===== src/rtl/lcst_pkg.sv =====
// shared types, constants and helpers for the leg contact state tracker
// no dependencies; imported by every module of the block
package lcst_pkg;

   localparam int LEGS    = 4;
   localparam int DT_W    = 12;
   localparam int TIME_W  = 24;
   localparam int ACT_W   = 17;
   localparam int FORCE_W = 15;
   localparam int DVD_W   = 29;
   localparam int DVS_W   = 25;
   localparam int STEP_W  = 29;

   localparam logic [ACT_W-1:0]  ONE_Q16              = 17'd65536;
   localparam logic [ACT_W-1:0]  MIN_HOLD_ACTIVATION  = 17'd19661;
   localparam logic [TIME_W-1:0] T24_MAX              = 24'hFFFFFF;
   localparam logic [TIME_W-1:0] ASSUME_TIME          = 24'd40000;
   localparam logic [TIME_W-1:0] GRACE_TIME           = 24'd60000;
   localparam logic [TIME_W-1:0] RELEASE_TIME         = 24'd20000;
   localparam logic [TIME_W-1:0] MAX_UNSUPPORTED_TIME = 24'd100000;
   localparam logic [15:0]       MAX_STEP_TIME        = 16'd4095;

   localparam logic [1:0] PH_SWING   = 2'd0;
   localparam logic [1:0] PH_PENDING = 2'd1;
   localparam logic [1:0] PH_STANCE  = 2'd2;
   localparam logic [1:0] PH_LIFTOFF = 2'd3;

   localparam logic [2:0] REG_ENTER       = 3'd0;
   localparam logic [2:0] REG_EXIT        = 3'd1;
   localparam logic [2:0] REG_TAU         = 3'd2;
   localparam logic [2:0] REG_CONFIRM     = 3'd3;
   localparam logic [2:0] REG_LOSS        = 3'd4;
   localparam logic [2:0] REG_TD_RAMP     = 3'd5;
   localparam logic [2:0] REG_LO_RAMP     = 3'd6;
   localparam logic [2:0] REG_MIN_SUPPORT = 3'd7;

   // divider operations: legs 0..3 filter, then the two ramp steps
   localparam logic [2:0] OP_FILT_FIRST = 3'd0;
   localparam logic [2:0] OP_TD_RAMP    = 3'd4;
   localparam logic [2:0] OP_LO_RAMP    = 3'd5;

   typedef struct packed {
      logic [15:0]       enter_thr;
      logic [15:0]       exit_thr;
      logic [TIME_W-1:0] tau;
      logic [TIME_W-1:0] confirm;
      logic [TIME_W-1:0] loss;
      logic [TIME_W-1:0] td_ramp;
      logic [TIME_W-1:0] lo_ramp;
      logic [2:0]        min_support;
   } cfg_type;

   typedef struct packed {
      logic [1:0]        phase;
      logic [TIME_W-1:0] tip;
      logic [TIME_W-1:0] ct;
      logic [TIME_W-1:0] lt;
      logic [ACT_W-1:0]  act;
      logic              conf;
   } leg_type;

   typedef struct packed {
      logic       load;
      logic       div_start;
      logic       div_store;
      logic       update;
      logic [2:0] op;
   } cmd_type;

   typedef struct packed {
      logic div_done;
      logic div_busy;
      logic out_full;
   } sts_type;

   function automatic logic [TIME_W-1:0] add_sat24(input logic [TIME_W-1:0] a,
                                                   input logic [DT_W-1:0] dt);
      logic [TIME_W:0] s;
      s = {1'b0, a} + {{(TIME_W+1-DT_W){1'b0}}, dt};
      return s[TIME_W] ? T24_MAX : s[TIME_W-1:0];
   endfunction

endpackage


===== src/rtl/lcst_div.sv =====
// radix-2 restoring divider, one quotient bit per cycle
// depends on lcst_pkg for operand widths
module lcst_div (
   input  logic                      clock,
   input  logic                      reset,
   input  logic                      start,
   input  logic [lcst_pkg::DVD_W-1:0] dividend,
   input  logic [lcst_pkg::DVS_W-1:0] divisor,
   output logic                      busy,
   output logic                      done,
   output logic [lcst_pkg::DVD_W-1:0] quotient
);
   import lcst_pkg::*;

   localparam int CNT_W = $clog2(DVD_W);

   logic             busy_ff, done_ff;
   logic [CNT_W-1:0] cnt_ff;
   logic [DVS_W-1:0] rem_ff, rem_in, dvs_ff;
   logic [DVD_W-1:0] quo_ff, quo_in;
   logic [DVS_W:0]   trial, diff;

   always_comb begin
      trial = {rem_ff, quo_ff[DVD_W-1]};
      diff  = trial - {1'b0, dvs_ff};
      if (trial >= {1'b0, dvs_ff}) begin
         rem_in = diff[DVS_W-1:0];
         quo_in = {quo_ff[DVD_W-2:0], 1'b1};
      end else begin
         rem_in = trial[DVS_W-1:0];
         quo_in = {quo_ff[DVD_W-2:0], 1'b0};
      end
   end

   always_ff @(posedge clock) begin
      if (reset) begin
         busy_ff <= 1'b0;
         done_ff <= 1'b0;
         cnt_ff  <= '0;
      end else begin
         done_ff <= 1'b0;
         if (start) begin
            busy_ff <= 1'b1;
            cnt_ff  <= CNT_W'(DVD_W - 1);
         end else if (busy_ff) begin
            cnt_ff <= cnt_ff - 1'b1;
            if (cnt_ff == '0) begin
               busy_ff <= 1'b0;
               done_ff <= 1'b1;
            end
         end
      end
   end

   always_ff @(posedge clock) begin
      if (start) begin
         rem_ff <= '0;
         quo_ff <= dividend;
         dvs_ff <= divisor;
      end else if (busy_ff) begin
         rem_ff <= rem_in;
         quo_ff <= quo_in;
      end
   end

   assign busy     = busy_ff;
   assign done     = done_ff;
   assign quotient = quo_ff;
endmodule


===== src/rtl/lcst_ctrl.sv =====
// sequencer: accept a tick, run six divisions, then write back the legs
// depends on lcst_pkg for the command and status structs
module lcst_ctrl (
   input  logic              clock,
   input  logic              reset,
   input  logic              req_valid,
   output logic              req_stall,
   input  lcst_pkg::sts_type sts,
   output lcst_pkg::cmd_type cmd
);
   import lcst_pkg::*;

   localparam logic [1:0] ST_IDLE   = 2'd0;
   localparam logic [1:0] ST_START  = 2'd1;
   localparam logic [1:0] ST_WAIT   = 2'd2;
   localparam logic [1:0] ST_UPDATE = 2'd3;

   logic [1:0] state_ff, state_in;
   logic [2:0] op_ff, op_in;

   always_comb begin
      state_in      = state_ff;
      op_in         = op_ff;
      cmd           = '0;
      cmd.op        = op_ff;
      req_stall     = 1'b1;
      case (state_ff)
         ST_IDLE: begin
            req_stall = 1'b0;
            if (req_valid) begin
               cmd.load = 1'b1;
               op_in    = OP_FILT_FIRST;
               state_in = ST_START;
            end
         end
         ST_START: begin
            cmd.div_start = 1'b1;
            state_in      = ST_WAIT;
         end
         ST_WAIT: begin
            if (sts.div_done) begin
               cmd.div_store = 1'b1;
               if (op_ff == OP_LO_RAMP) begin
                  state_in = ST_UPDATE;
               end else begin
                  op_in    = op_ff + 1'b1;
                  state_in = ST_START;
               end
            end
         end
         ST_UPDATE: begin
            if (!sts.out_full) begin
               cmd.update = 1'b1;
               state_in   = ST_IDLE;
            end
         end
         default: state_in = ST_IDLE;
      endcase
   end

   always_ff @(posedge clock) begin
      if (reset) begin
         state_ff <= ST_IDLE;
         op_ff    <= OP_FILT_FIRST;
      end else begin
         state_ff <= state_in;
         op_ff    <= op_in;
      end
   end
endmodule


===== src/rtl/lcst_datapath.sv =====
// tick registers, force filter, ramp steps, per-leg machines and result register
// depends on lcst_pkg and lcst_div
module lcst_datapath (
   input  logic                        clock,
   input  logic                        reset,
   input  lcst_pkg::cmd_type           cmd,
   input  lcst_pkg::cfg_type           cfg,
   output lcst_pkg::sts_type           sts,
   input  logic [3:0]                  req_planned_mask,
   input  logic signed [15:0]          req_force_leg0,
   input  logic signed [15:0]          req_force_leg1,
   input  logic signed [15:0]          req_force_leg2,
   input  logic signed [15:0]          req_force_leg3,
   input  logic [15:0]                 req_step_time,
   output logic                        rsp_valid,
   input  logic                        rsp_stall,
   output logic [lcst_pkg::ACT_W-1:0]   rsp_activation_leg0,
   output logic [lcst_pkg::ACT_W-1:0]   rsp_activation_leg1,
   output logic [lcst_pkg::ACT_W-1:0]   rsp_activation_leg2,
   output logic [lcst_pkg::ACT_W-1:0]   rsp_activation_leg3,
   output logic [lcst_pkg::FORCE_W-1:0] rsp_filtered_leg0,
   output logic [lcst_pkg::FORCE_W-1:0] rsp_filtered_leg1,
   output logic [lcst_pkg::FORCE_W-1:0] rsp_filtered_leg2,
   output logic [lcst_pkg::FORCE_W-1:0] rsp_filtered_leg3,
   output logic [3:0]                  rsp_confirmed_mask,
   output logic [3:0]                  rsp_hard_contact_mask,
   output logic [7:0]                  rsp_leg_states,
   output logic                        rsp_healthy
);
   import lcst_pkg::*;

   // --- leg machine helpers
   function automatic leg_type go_to(input leg_type l, input logic [1:0] nx);
      leg_type r;
      r       = l;
      r.phase = nx;
      r.tip   = '0;
      r.ct    = '0;
      r.lt    = '0;
      if (nx == PH_SWING || nx == PH_PENDING) begin
         r.act  = '0;
         r.conf = 1'b0;
      end else if (nx == PH_STANCE && l.phase != PH_LIFTOFF) begin
         r.act = '0;
      end
      return r;
   endfunction

   function automatic leg_type leg_advance(input leg_type cur, input logic plan,
                                           input logic [FORCE_W-1:0] f,
                                           input logic [DT_W-1:0] dt,
                                           input cfg_type c,
                                           input logic [STEP_W-1:0] step);
      leg_type      r;
      logic         above, below;
      logic [29:0]  sum;
      above = {1'b0, f} >= c.enter_thr;
      below = {1'b0, f} <  c.exit_thr;
      r     = cur;
      r.tip = add_sat24(cur.tip, dt);
      case (cur.phase)
         PH_SWING: begin
            r.act = '0;
            if (plan) r = go_to(r, PH_PENDING);
         end
         PH_PENDING: begin
            r.act = '0;
            if (!plan) begin
               r = go_to(r, PH_SWING);
            end else begin
               r.ct = above ? add_sat24(cur.ct, dt) : '0;
               if (r.ct >= c.confirm) begin
                  r.conf = 1'b1;
                  r      = go_to(r, PH_STANCE);
               end else if (r.tip >= ASSUME_TIME) begin
                  r = go_to(r, PH_STANCE);
               end
            end
         end
         PH_STANCE: begin
            if (!plan) begin
               r = go_to(r, PH_LIFTOFF);
            end else if (!cur.conf) begin
               r.ct = above ? add_sat24(cur.ct, dt) : '0;
               if (r.ct >= c.confirm) r.conf = 1'b1;
               else if (r.tip >= GRACE_TIME) r = go_to(r, PH_PENDING);
            end else begin
               r.lt = below ? add_sat24(cur.lt, dt) : '0;
               if (r.lt >= c.loss) r = go_to(r, PH_PENDING);
            end
         end
         default: begin
            if (plan) r = go_to(r, PH_STANCE);
            else r.lt = below ? add_sat24(cur.lt, dt) : '0;
         end
      endcase
      if (r.phase == PH_STANCE) begin
         sum   = {13'b0, r.act} + {1'b0, step};
         r.act = (sum > {13'b0, ONE_Q16}) ? ONE_Q16 : sum[ACT_W-1:0];
      end
      return r;
   endfunction

   function automatic leg_type leg_release(input leg_type l, input logic ok,
                                           input logic [STEP_W-1:0] step);
      leg_type            r;
      logic signed [30:0] nxt;
      r   = l;
      nxt = $signed({14'b0, l.act}) - $signed({2'b0, step});
      if (l.phase == PH_LIFTOFF) begin
         if (!ok) begin
            r.act = (nxt > $signed({14'b0, MIN_HOLD_ACTIVATION})) ?
                    nxt[ACT_W-1:0] : MIN_HOLD_ACTIVATION;
         end else begin
            r.act = (nxt > 31'sd0) ? nxt[ACT_W-1:0] : '0;
            if (r.act == '0 || r.lt >= RELEASE_TIME) r = go_to(r, PH_SWING);
         end
      end
      return r;
   endfunction

   // --- tick registers
   logic [3:0]         planned_ff;
   logic [DT_W-1:0]    dt_ff, dt_in;
   logic [FORCE_W-1:0] x_ff [LEGS];
   logic [FORCE_W-1:0] x_in [LEGS];
   logic [FORCE_W-1:0] f_ff [LEGS];
   leg_type            leg_ff [LEGS];
   logic               started_ff;
   logic [TIME_W-1:0]  unsup_ff, unsup_in;
   logic [STEP_W-1:0]  step_td_ff, step_lo_ff;
   logic               neg_ff;
   logic               rsp_valid_ff;

   // --- divider operands
   logic [1:0]          leg_sel;
   logic signed [15:0]  diff;
   logic [FORCE_W-1:0]  abs_diff;
   logic [26:0]         prod_abs;
   logic [DVS_W-1:0]    den;
   logic [TIME_W-1:0]   ramp_t, ramp_t_st;
   logic [DVD_W-1:0]    dvd;
   logic [DVS_W-1:0]    dvs;
   logic                div_busy, div_done;
   logic [DVD_W-1:0]    quot;
   logic [15:0]         q;
   logic [16:0]         f_sum;

   assign dt_in = (req_step_time > MAX_STEP_TIME) ? MAX_STEP_TIME[DT_W-1:0] :
                  req_step_time[DT_W-1:0];
   assign x_in[0] = req_force_leg0[15] ? '0 : req_force_leg0[FORCE_W-1:0];
   assign x_in[1] = req_force_leg1[15] ? '0 : req_force_leg1[FORCE_W-1:0];
   assign x_in[2] = req_force_leg2[15] ? '0 : req_force_leg2[FORCE_W-1:0];
   assign x_in[3] = req_force_leg3[15] ? '0 : req_force_leg3[FORCE_W-1:0];

   assign leg_sel   = cmd.op[1:0];
   assign den       = {1'b0, cfg.tau} + {{(DVS_W-DT_W){1'b0}}, dt_ff};
   assign ramp_t    = (cmd.op == OP_TD_RAMP) ? cfg.td_ramp : cfg.lo_ramp;
   assign ramp_t_st = (cmd.op == OP_TD_RAMP) ? cfg.td_ramp : cfg.lo_ramp;

   always_comb begin
      diff     = $signed({1'b0, x_ff[leg_sel]}) - $signed({1'b0, f_ff[leg_sel]});
      abs_diff = diff[15] ? FORCE_W'(-diff) : diff[FORCE_W-1:0];
      prod_abs = dt_ff * abs_diff;
      if (cmd.op >= OP_TD_RAMP) begin
         dvd = {1'b0, dt_ff, 16'b0} + {5'b0, ramp_t >> 1};
         dvs = {1'b0, ramp_t};
      end else begin
         dvd = {2'b0, prod_abs} + {4'b0, den >> 1};
         dvs = den;
      end
   end

   lcst_div u_div (
      .clock    (clock),
      .reset    (reset),
      .start    (cmd.div_start),
      .dividend (dvd),
      .divisor  (dvs),
      .busy     (div_busy),
      .done     (div_done),
      .quotient (quot)
   );

   // filter correction: zero denominator leaves the force as it is
   assign q     = (den == '0) ? 16'd0 : quot[15:0];
   assign f_sum = neg_ff ? ({2'b0, f_ff[leg_sel]} - {1'b0, q}) :
                           ({2'b0, f_ff[leg_sel]} + {1'b0, q});

   // --- leg update, all four legs at once
   leg_type    leg_a   [LEGS];
   leg_type    leg_b   [LEGS];
   logic [2:0] nplanned, nsupport, required;
   logic       transfer_ok;

   always_comb begin
      nplanned = '0;
      nsupport = '0;
      for (int i = 0; i < LEGS; i++) begin
         leg_a[i] = leg_advance(leg_ff[i], planned_ff[i], f_ff[i], dt_ff, cfg,
                                step_td_ff);
         if (planned_ff[i]) begin
            nplanned = nplanned + 1'b1;
            if (leg_a[i].phase == PH_STANCE && leg_a[i].conf)
               nsupport = nsupport + 1'b1;
         end
      end
      required    = (cfg.min_support < nplanned) ? cfg.min_support : nplanned;
      transfer_ok = (required == '0) || (nsupport >= required);
      for (int i = 0; i < LEGS; i++)
         leg_b[i] = leg_release(leg_a[i], transfer_ok, step_lo_ff);
      unsup_in = (nplanned != '0 && !transfer_ok) ? add_sat24(unsup_ff, dt_ff) : '0;
   end

   always_ff @(posedge clock) begin
      if (reset) begin
         started_ff   <= 1'b0;
         unsup_ff     <= '0;
         rsp_valid_ff <= 1'b0;
         for (int i = 0; i < LEGS; i++) begin
            leg_ff[i] <= '0;
            f_ff[i]   <= '0;
         end
      end else begin
         if (rsp_valid_ff && !rsp_stall) rsp_valid_ff <= 1'b0;
         if (cmd.load && !started_ff) begin
            started_ff <= 1'b1;
            for (int i = 0; i < LEGS; i++) f_ff[i] <= x_in[i];
         end
         if (cmd.div_store && cmd.op < OP_TD_RAMP)
            f_ff[leg_sel] <= f_sum[FORCE_W-1:0];
         if (cmd.update) begin
            rsp_valid_ff <= 1'b1;
            unsup_ff     <= unsup_in;
            for (int i = 0; i < LEGS; i++) leg_ff[i] <= leg_b[i];
         end
      end
   end

   always_ff @(posedge clock) begin
      if (cmd.load) begin
         planned_ff <= req_planned_mask;
         dt_ff      <= dt_in;
         for (int i = 0; i < LEGS; i++) x_ff[i] <= x_in[i];
      end
      if (cmd.div_start) neg_ff <= diff[15];
      if (cmd.div_store && cmd.op == OP_TD_RAMP)
         step_td_ff <= (ramp_t_st == '0) ? STEP_W'(ONE_Q16) : quot;
      if (cmd.div_store && cmd.op == OP_LO_RAMP)
         step_lo_ff <= (ramp_t_st == '0) ? STEP_W'(ONE_Q16) : quot;
      if (cmd.update) begin
         rsp_activation_leg0   <= leg_b[0].act;
         rsp_activation_leg1   <= leg_b[1].act;
         rsp_activation_leg2   <= leg_b[2].act;
         rsp_activation_leg3   <= leg_b[3].act;
         rsp_filtered_leg0     <= f_ff[0];
         rsp_filtered_leg1     <= f_ff[1];
         rsp_filtered_leg2     <= f_ff[2];
         rsp_filtered_leg3     <= f_ff[3];
         rsp_confirmed_mask    <= {leg_b[3].conf, leg_b[2].conf, leg_b[1].conf,
                                   leg_b[0].conf};
         rsp_hard_contact_mask <= {leg_b[3].phase[1], leg_b[2].phase[1],
                                   leg_b[1].phase[1], leg_b[0].phase[1]};
         rsp_leg_states        <= {leg_b[3].phase, leg_b[2].phase, leg_b[1].phase,
                                   leg_b[0].phase};
         rsp_healthy           <= (unsup_in <= MAX_UNSUPPORTED_TIME);
      end
   end

   assign rsp_valid    = rsp_valid_ff;
   assign sts.div_done = div_done;
   assign sts.div_busy = div_busy;
   assign sts.out_full = rsp_valid_ff && rsp_stall;
endmodule


===== src/rtl/leg_contact_state_tracker.sv =====
// each accepted tick makes six passes through the shared 29-step divider (four filter
// corrections, two ramp steps) and then one update that loads its result beat
// ticks are taken one at a time; a tick is taken while a result beat waits
// downstream, but its update then waits until that beat has left
// reset (synchronous, active high) loads register defaults, puts every leg in swing
// and clears timers, activations, filter state and the health timer
module leg_contact_state_tracker (
   input  logic                        clock,
   input  logic                        reset,
   // input tick channel
   input  logic                        req_valid,
   output logic                        req_stall,
   input  logic [3:0]                  req_planned_mask,
   input  logic signed [15:0]          req_force_leg0,
   input  logic signed [15:0]          req_force_leg1,
   input  logic signed [15:0]          req_force_leg2,
   input  logic signed [15:0]          req_force_leg3,
   input  logic [15:0]                 req_step_time,
   // result channel
   output logic                        rsp_valid,
   input  logic                        rsp_stall,
   output logic [lcst_pkg::ACT_W-1:0]   rsp_activation_leg0,
   output logic [lcst_pkg::ACT_W-1:0]   rsp_activation_leg1,
   output logic [lcst_pkg::ACT_W-1:0]   rsp_activation_leg2,
   output logic [lcst_pkg::ACT_W-1:0]   rsp_activation_leg3,
   output logic [lcst_pkg::FORCE_W-1:0] rsp_filtered_leg0,
   output logic [lcst_pkg::FORCE_W-1:0] rsp_filtered_leg1,
   output logic [lcst_pkg::FORCE_W-1:0] rsp_filtered_leg2,
   output logic [lcst_pkg::FORCE_W-1:0] rsp_filtered_leg3,
   output logic [3:0]                  rsp_confirmed_mask,
   output logic [3:0]                  rsp_hard_contact_mask,
   output logic [7:0]                  rsp_leg_states,
   output logic                        rsp_healthy,
   // configuration port
   input  logic                        psel,
   input  logic                        penable,
   input  logic                        pwrite,
   input  logic [4:0]                  paddr,
   input  logic [31:0]                 pwdata,
   output logic [31:0]                 prdata,
   output logic                        pready
);
   import lcst_pkg::*;

   cfg_type    cfg_ff;
   cmd_type    cmd;
   sts_type    sts;
   logic       csr_write;
   logic [2:0] csr_index;

   // register i sits at byte address 4*i
   assign csr_index = paddr[4:2];
   assign csr_write = psel && penable && pwrite;
   assign pready    = 1'b1;

   always_ff @(posedge clock) begin
      if (reset) begin
         cfg_ff.enter_thr   <= 16'd2000;
         cfg_ff.exit_thr    <= 16'd800;
         cfg_ff.tau         <= 24'd10000;
         cfg_ff.confirm     <= 24'd20000;
         cfg_ff.loss        <= 24'd30000;
         cfg_ff.td_ramp     <= 24'd50000;
         cfg_ff.lo_ramp     <= 24'd50000;
         cfg_ff.min_support <= 3'd2;
      end else if (csr_write) begin
         case (csr_index)
            REG_ENTER:       cfg_ff.enter_thr   <= pwdata[15:0];
            REG_EXIT:        cfg_ff.exit_thr    <= pwdata[15:0];
            REG_TAU:         cfg_ff.tau         <= pwdata[TIME_W-1:0];
            REG_CONFIRM:     cfg_ff.confirm     <= pwdata[TIME_W-1:0];
            REG_LOSS:        cfg_ff.loss        <= pwdata[TIME_W-1:0];
            REG_TD_RAMP:     cfg_ff.td_ramp     <= pwdata[TIME_W-1:0];
            REG_LO_RAMP:     cfg_ff.lo_ramp     <= pwdata[TIME_W-1:0];
            REG_MIN_SUPPORT: cfg_ff.min_support <= pwdata[2:0];
            default: ;
         endcase
      end
   end

   // read back, zero extended
   always_comb begin
      case (csr_index)
         REG_ENTER:       prdata = {16'b0, cfg_ff.enter_thr};
         REG_EXIT:        prdata = {16'b0, cfg_ff.exit_thr};
         REG_TAU:         prdata = {8'b0, cfg_ff.tau};
         REG_CONFIRM:     prdata = {8'b0, cfg_ff.confirm};
         REG_LOSS:        prdata = {8'b0, cfg_ff.loss};
         REG_TD_RAMP:     prdata = {8'b0, cfg_ff.td_ramp};
         REG_LO_RAMP:     prdata = {8'b0, cfg_ff.lo_ramp};
         REG_MIN_SUPPORT: prdata = {29'b0, cfg_ff.min_support};
         default:         prdata = '0;
      endcase
   end

   // sequencer: load, six divisions, update
   lcst_ctrl u_ctrl (
      .clock     (clock),
      .reset     (reset),
      .req_valid (req_valid),
      .req_stall (req_stall),
      .sts       (sts),
      .cmd       (cmd)
   );

   // filter, leg machines and the result register
   lcst_datapath u_dp (
      .clock                 (clock),
      .reset                 (reset),
      .cmd                   (cmd),
      .cfg                   (cfg_ff),
      .sts                   (sts),
      .req_planned_mask      (req_planned_mask),
      .req_force_leg0        (req_force_leg0),
      .req_force_leg1        (req_force_leg1),
      .req_force_leg2        (req_force_leg2),
      .req_force_leg3        (req_force_leg3),
      .req_step_time         (req_step_time),
      .rsp_valid             (rsp_valid),
      .rsp_stall             (rsp_stall),
      .rsp_activation_leg0   (rsp_activation_leg0),
      .rsp_activation_leg1   (rsp_activation_leg1),
      .rsp_activation_leg2   (rsp_activation_leg2),
      .rsp_activation_leg3   (rsp_activation_leg3),
      .rsp_filtered_leg0     (rsp_filtered_leg0),
      .rsp_filtered_leg1     (rsp_filtered_leg1),
      .rsp_filtered_leg2     (rsp_filtered_leg2),
      .rsp_filtered_leg3     (rsp_filtered_leg3),
      .rsp_confirmed_mask    (rsp_confirmed_mask),
      .rsp_hard_contact_mask (rsp_hard_contact_mask),
      .rsp_leg_states        (rsp_leg_states),
      .rsp_healthy           (rsp_healthy)
   );

`ifndef NO_ASSERTIONS
   // a taken tick closes the input side while it is worked on
   a_busy_after_accept: assert property (@(posedge clock) disable iff (reset)
      (req_valid && !req_stall) |=> req_stall)
      else $error("input taken again right after a tick");

   // the shared divider is never restarted mid-division
   a_div_no_restart: assert property (@(posedge clock) disable iff (reset)
      cmd.div_start |-> !sts.div_busy)
      else $error("divider started while busy");

   // hard contact follows the upper phase bit of each leg
   a_hard_mask: assert property (@(posedge clock) disable iff (reset)
      rsp_valid |-> (rsp_hard_contact_mask == {rsp_leg_states[7], rsp_leg_states[5],
                                                rsp_leg_states[3], rsp_leg_states[1]}))
      else $error("hard contact mask disagrees with leg states");

   // activation never exceeds one
   a_act_range: assert property (@(posedge clock) disable iff (reset)
      rsp_valid |-> (rsp_activation_leg0 <= ONE_Q16 && rsp_activation_leg1 <= ONE_Q16 &&
                     rsp_activation_leg2 <= ONE_Q16 && rsp_activation_leg3 <= ONE_Q16))
      else $error("activation above one");
`endif
endmodule

===== config.mk =====
export PLATFORM = sky130hd
export DESIGN_NAME = leg_contact_state_tracker
export DESIGN_NICKNAME = d
export VERILOG_FILES = /design/src/rtl/lcst_pkg.sv /design/src/rtl/lcst_div.sv /design/src/rtl/lcst_ctrl.sv /design/src/rtl/lcst_datapath.sv /design/src/rtl/leg_contact_state_tracker.sv
export SDC_FILE = /design/constraint.sdc
export NUM_CORES = 2
export LEC_CHECK = 0
export ABC_AREA = 1
export BUFFER_PORTS_ARGS = -buffer_cell sky130_fd_sc_hd__clkbuf_2
export CAP_MARGIN = 10
export CELL_PAD_IN_SITES_DETAIL_PLACEMENT = 0
export CELL_PAD_IN_SITES_GLOBAL_PLACEMENT = 1
export CORE_MARGIN = 1
export CORE_UTILIZATION = 43
export CTS_CLUSTER_DIAMETER = 60
export CTS_CLUSTER_SIZE = 30
export DETAILED_ROUTE_END_ITERATION = 8
export GPL_TIMING_DRIVEN = 0
export MAX_ROUTING_LAYER = met4
export PLACE_DENSITY_LB_ADDON = 0.25
export RECOVER_POWER = 100
export SYNTH_ARGS = -nofsm -noshare
export SYNTH_HDL_FRONTEND = slang
export SYNTH_SLANG_ARGS = --single-unit

===== constraint.sdc =====
create_clock -name clock -period 25.5 [get_ports clock]
set_input_delay 7.65 -clock clock [delete_from_list [all_inputs] [get_ports clock]]
set_output_delay 7.65 -clock clock [all_outputs]
set_load 0.03 [all_outputs]

Word-level counts from Yosys, hierarchy flattened --
Memory sizes are Yosys's and may differ from the RTL's. A register that Yosys moved wholly into a read port is not among the register bits. Cells that the tools add are included.
Cells by class: $add $sub $neg 37, multipliers 1, order comparisons 47, eq/ne operators 36, multiplexer cells 200, bitwise gates (word level) 9, reductions and logical operators 52
Operator list (number):
- $mux W92 | 44
- $pmux W92 S3 | 4
- $mux W24 | 28
- $mux W17 | 24
- $mux W91 | 4
- $add A24 B12 Y25 | 14
- $mux W74 | 4
- $pmux W32 S8 | 1
- $mux W50 | 4
- $ge A24 B16 Y1 const B | 8
- $ge A24 B24 Y1 | 8
- $mux W15 | 12
- $gt A31 B1 Y1 const B | 4
- $gt A31 B16 Y1 const B | 4
- $add A17 B29 Y30 | 4
- $gt A30 B17 Y1 const B | 4
- $sub A17 B29 Y30 | 4
- $mux W29 | 4
- $ge A24 B15 Y1 const B | 4
- $mux W18 | 4
- $logic_not A17 Y1 | 4
- $ge A15 B16 Y1 | 4
- $lt A15 B16 Y1 | 4
- $mux W3 | 14
- 49 further kinds | 169
Word-level totals: register bits 492, memory bits (writable) 488, input bits 128, output and inout port bits 180, logic and storage cells 423, memories 3
Memories:
- u_dp.leg_ff | words 4, bits a word 92, rd ports 4, clocked after memory_dff 0, write ports 4, RTL line lcst_datapath.sv:128 | leg_type leg_ff [LEGS];
- u_dp.f_ff | words 4, bits a word 15, rd ports 5, clocked after memory_dff 1, write ports 4, RTL line lcst_datapath.sv:127 | logic [FORCE_W-1:0] f_ff [LEGS];
- u_dp.x_ff | words 4, bits a word 15, rd ports 1, clocked after memory_dff 1, write ports 4, RTL line lcst_datapath.sv:125 | logic [FORCE_W-1:0] x_ff [LEGS];

Depth between registers and ports, before layout --
An unclocked memory read counts as a cell.
word-level depth 28, depth in mapped cells 87, depth with buffers taken out 86

Cells and area by module --
Synthesis repeated with hierarchy kept, for this count alone.
Second synthesis, totals: cell total of the unflattened synthesis 12740, area, all modules 90164.0 um2
Modules (own cells, without submodules):
- lcst_datapath | instances 1, cells each 10853, area an instance 77214.1 um2, sequential area each 21660.8 um2
- leg_contact_state_tracker | instances 1, cells each 1020, area an instance 7034.2 um2, sequential area each 3103.0 um2
- lcst_div | instances 1, cells each 811, area an instance 5572.8 um2, sequential area each 2262.2 um2
- lcst_ctrl | instances 1, cells each 56, area an instance 342.8 um2, sequential area each 100.1 um2

Worst setup path before layout --
Ideal clock, no wire load.
path kind input -> register, from in rsp_stall, to mem u_dp.leg_ff[0][0] (netlist bit) (enable), library setup time 875 ps, arrival time 24830 ps, data required time 24625 ps, slack -206 ps, cell stages on the path 6, buffers on the path 1, cells stage by stage nand2_1 > inv_1 > nor2_1 > nor2_1 > inv_1 > clkbuf_1
RTL lines:
- from (decl) | RTL line leg_contact_state_tracker.sv:21 | input logic rsp_stall,
- to (decl) | RTL line lcst_datapath.sv:128

==> flow_summary.json <==
{
  "outcome": "finished, violations left",
  "failing_checks": "max-capacitance violations, max-slew violations",
  "detail_route.drc_violations": 0,
  "nets": 13840,
  "cts_tree": "done",
  "cp_max_fo": 87,
  "synth_cells": 12290,
  "ys_types": 74,
  "post_synth_instance_area_um2": 88270,
  "dp.final_hpwl_um": 287700,
  "die-area_um2": 207100,
  "routed_wl_um": 359100,
  "flow.area_growth_from_synthesis_pct": 11.21,
  "synth_top_family_by_area": "simple AND/OR/NAND/NOR gates",
  "quantity_of_gates_resized_following_cts": 0,
  "synth.yosys.seq_area_share_pct": 30.78,
  "layout_worst_path_cycle_share_pct": 78.39,
  "timing.final.ws_setup_ns": 5.511,
  "final_common_cell": "nand2_1",
  "detailroute.via_count": 88110,
  "floorplan.core_area_um2": 203100,
  "antenna_violations_before_repair": 17,
  "timing.critical_path.from_type": "primary input",
  "clockRootBuffer": "clkbuf_16",
  "slew_headroom_pct": -275.5,
  "path_class": "in -> reg",
  "grt-ovfl-total": 0,
  "critical_path_arrival_ns": 20.26,
  "power.density_nw_per_um2": 160.6,
  "synth_xor_xnor_area_share_pct": 4.306,
  "max_cap_violations": 17,
  "first_global_vias": 82620,
  "initial_core_util_pct": 43.45,
  "port_buffers": 288,
  "crit_path_end_kind": "flop",
  "rows": 165,
  "clock.fmax_ghz": 0.05003,
  "number_of_design_rule_violations_left_by_the_first_detailed_router_iteration": 8958,
  "post_route_cells_drive_above_1_share_pct": 4.591,
  "fin_skew_ns": 0.05903,
  "via_per_inst": 5.663,
  "ys.flop_type": "edfxtp_1",
  "clock-sinks": 978,
  "ys.warnings.count": 0,
  "number_of_buffers_created_by_cts": 120,
  "grt.total_usage_pct": 34.84,
  "synth_async_sr_flop_share_pct": 0,
  "yosys.area_share.simple_pct": 25.38,
  "die_height_um": 455.1,
  "hp-class": "reg -> reg",
  "cts.reportedPaths.clkPinSlew_ns": 0.06,
  "leakagePower_nw": 45.74,
  "vdd.ir_drop.worst_mv": 1.095,
  "cts_post_setup_buffers_inserted": 0,
  "clkLatencyLatePin_ns": 0.84,
  "die_width_um": 455.1,
  "ant_nets": 0,
  "cp.required_ns": 25.77,
  "post_synth.cell_area_avg_um2": 7.180,
  "synthAdderAreaFrac_pct": 14.88,
  "synth_edf_count": 758,
  "worst_pin_slew_ns": 5.632,
  "drt-wirelength-per-cell_um": 23.08,
  "grt_start_max_net_pins": 96,
  "cts_hold_repair.buffers": 0,
  "final_max_slew_viol_count": 711,
  "final_cell_mix": "nand2_1 (2839), inv_1 (1793), nor2_1 (1252), a21oi_1 (1031), o21ai_0 (859)",
  "dr.pass1.iters": 6,
  "gp_congestion": 1.000,
  "final.min_clock_period_ns": 19.99,
  "h-tree-depth": 3,
  "rsz_0062_raised_after_global_routing": "false",
  "setup_viol_count_final": 0,
  "placement_stage_worst_setup_slack_ns": 7.429,
  "report.final.hold_viol_count": 0,
  "ys_seq_elements": 978,
  "final_util_pct": 48.32,
  "synth.mux.area_fraction_pct": 0.03685,
  "pin_count": 308,
  "grt_first_pass_wirelength_um": 524000,
  "cts_buffer_depth": 3,
  "compound_gate_portion_of_the_synthesized_area_pct": 14.97
}
==> per-layer routing <==
layer  up-vias  GRT usage (%)  wire, um
li1      41850              -         -
met1     41580          45.26    150400
met2      3919          52.08    154600
met3       758          5.397     31460
met4         0          18.46     22700
met5         -              -         0
==> cell usage after synthesis (all sizes together), types with 37 or more instances <==
cell,count,area share [%]
nand2,2855,12
inv,1803,7.7
nor2,1344,6.0
a21oi,1040,5.9
o21ai,882,5.0
ha,762,11
edfxtp,758,26
nand3,657,3.8
xor2,299,3.0
clkbuf,268,1.1
dfxtp,220,5.0
fa,180,4.1
nor3,176,1.0
nand4,173,1.2
xnor2,135,1.3
buf,102,0.73
a31oi,69,0.49
o211ai,55,0.47
o22ai,50,0.35
nor4,49,0.35
a221oi,45,0.45
a32oi,37,0.37
==> cell families after synthesis <==
logic type | after synthesis
AO/OA/AOI/OAI | 2393
XOR/XNOR | 434
adder cells (fa/ha/maj) | 942
buffers and inverters | 2196
flip-flops | 978
multiplexers | 3
other | 2
AND/OR/NAND/NOR | 5345
==> flip-flops by register name, summed over array words and instances, names as in the netlist, 5 cells and up, named ones only <==
signal and count:
u_dp.step_td_ff 29, u_dp.rsp_activation_leg2 17, u_dp.rsp_filtered_leg0 15, u_dp.dt_ff 12
u_dp.rsp_filtered_leg2 15, u_dp.u_div.cnt_ff 5, u_dp.rsp_filtered_leg3 15, u_dp.rsp_leg_states 8
u_dp.x_ff 60, u_dp.rsp_activation_leg0 17, u_dp.u_div.rem_ff 25, u_dp.rsp_filtered_leg1 15
u_dp.u_div.quotient 29, u_dp.leg_ff 368, cfg_ff 155, u_dp.unsup_ff 24
u_dp.rsp_activation_leg1 17, u_dp.step_lo_ff 29, u_dp.f_ff 60, u_dp.rsp_activation_leg3 17
u_dp.u_div.dvs_ff 25
==> path summary, 6_finish.rpt <==
path                    start                  to  slack (ns)  cells past startpoint
min          u_dp.unsup_ff[0]    u_dp.unsup_ff[0]        0.47                      2
max                 rsp_stall  u_dp.leg_ff[2][50]        5.51                     10
min reg2reg  u_dp.unsup_ff[0]    u_dp.unsup_ff[0]        0.47                      2
max reg2reg     u_dp.dt_ff[5]  u_dp.leg_ff[3][43]        7.04                     71
==> area by class of cell <==
| cell class | instances | area (um2) |
|---|---|---|
| clock buffers | 124 | 3039 |
| repair buffers | 345 | 2226 |
| diodes | 14 | 35.03 |
| fillers | 20540 | 105000 |
| multi-input cells | 9126 | 52540 |
| clock inverters | 104 | 1454 |
| flip-flops and latches | 978 | 27170 |
| plain buffers | 370 | 1503 |
| well taps | 2672 | 3343 |
| inverters | 1826 | 6854 |
==> stage by stage <==
stage | instance area, um2 | hold slack, ns | std cells | setup TNS, ns | power (W)
global placement | 93080 | 0.4487 | 15260 | -2015.14 | 0.01362
floorplan | 88300 | 0.4347 | 12300 | 0 | 0.01036
detailed placement | 94480 | 0.4584 | 15320 | 0 | 0.01366
global route | 98160 | 0.4949 | 15560 | 0 | 0.01725
CTS | 98970 | 0.4724 | 15540 | 0 | 0.01568
finish | 98160 | 0.4736 | 15560 | 0 | 0.01576
==> worst max-delay path, stage by stage <==
cell and delay (ns):
clkbuf_2 0.08, nand2_1 0.15, inv_1 0.07, nor2_1 0.77
clkbuf_1 1.24, nor2_1 0.70, inv_1 0.20, clkbuf_1 2.61
clkbuf_1 2.79, clkbuf_1 3.70
==> power by group <==
group / total (W) / switching [W] / internal, W
clock network: 0.00192 / 0.000939 / 0.000980
logic: 0.0118 / 0.00745 / 0.00434
registers: 0.00206 / 0.000129 / 0.00193
(Power assumes the default switching activity.)
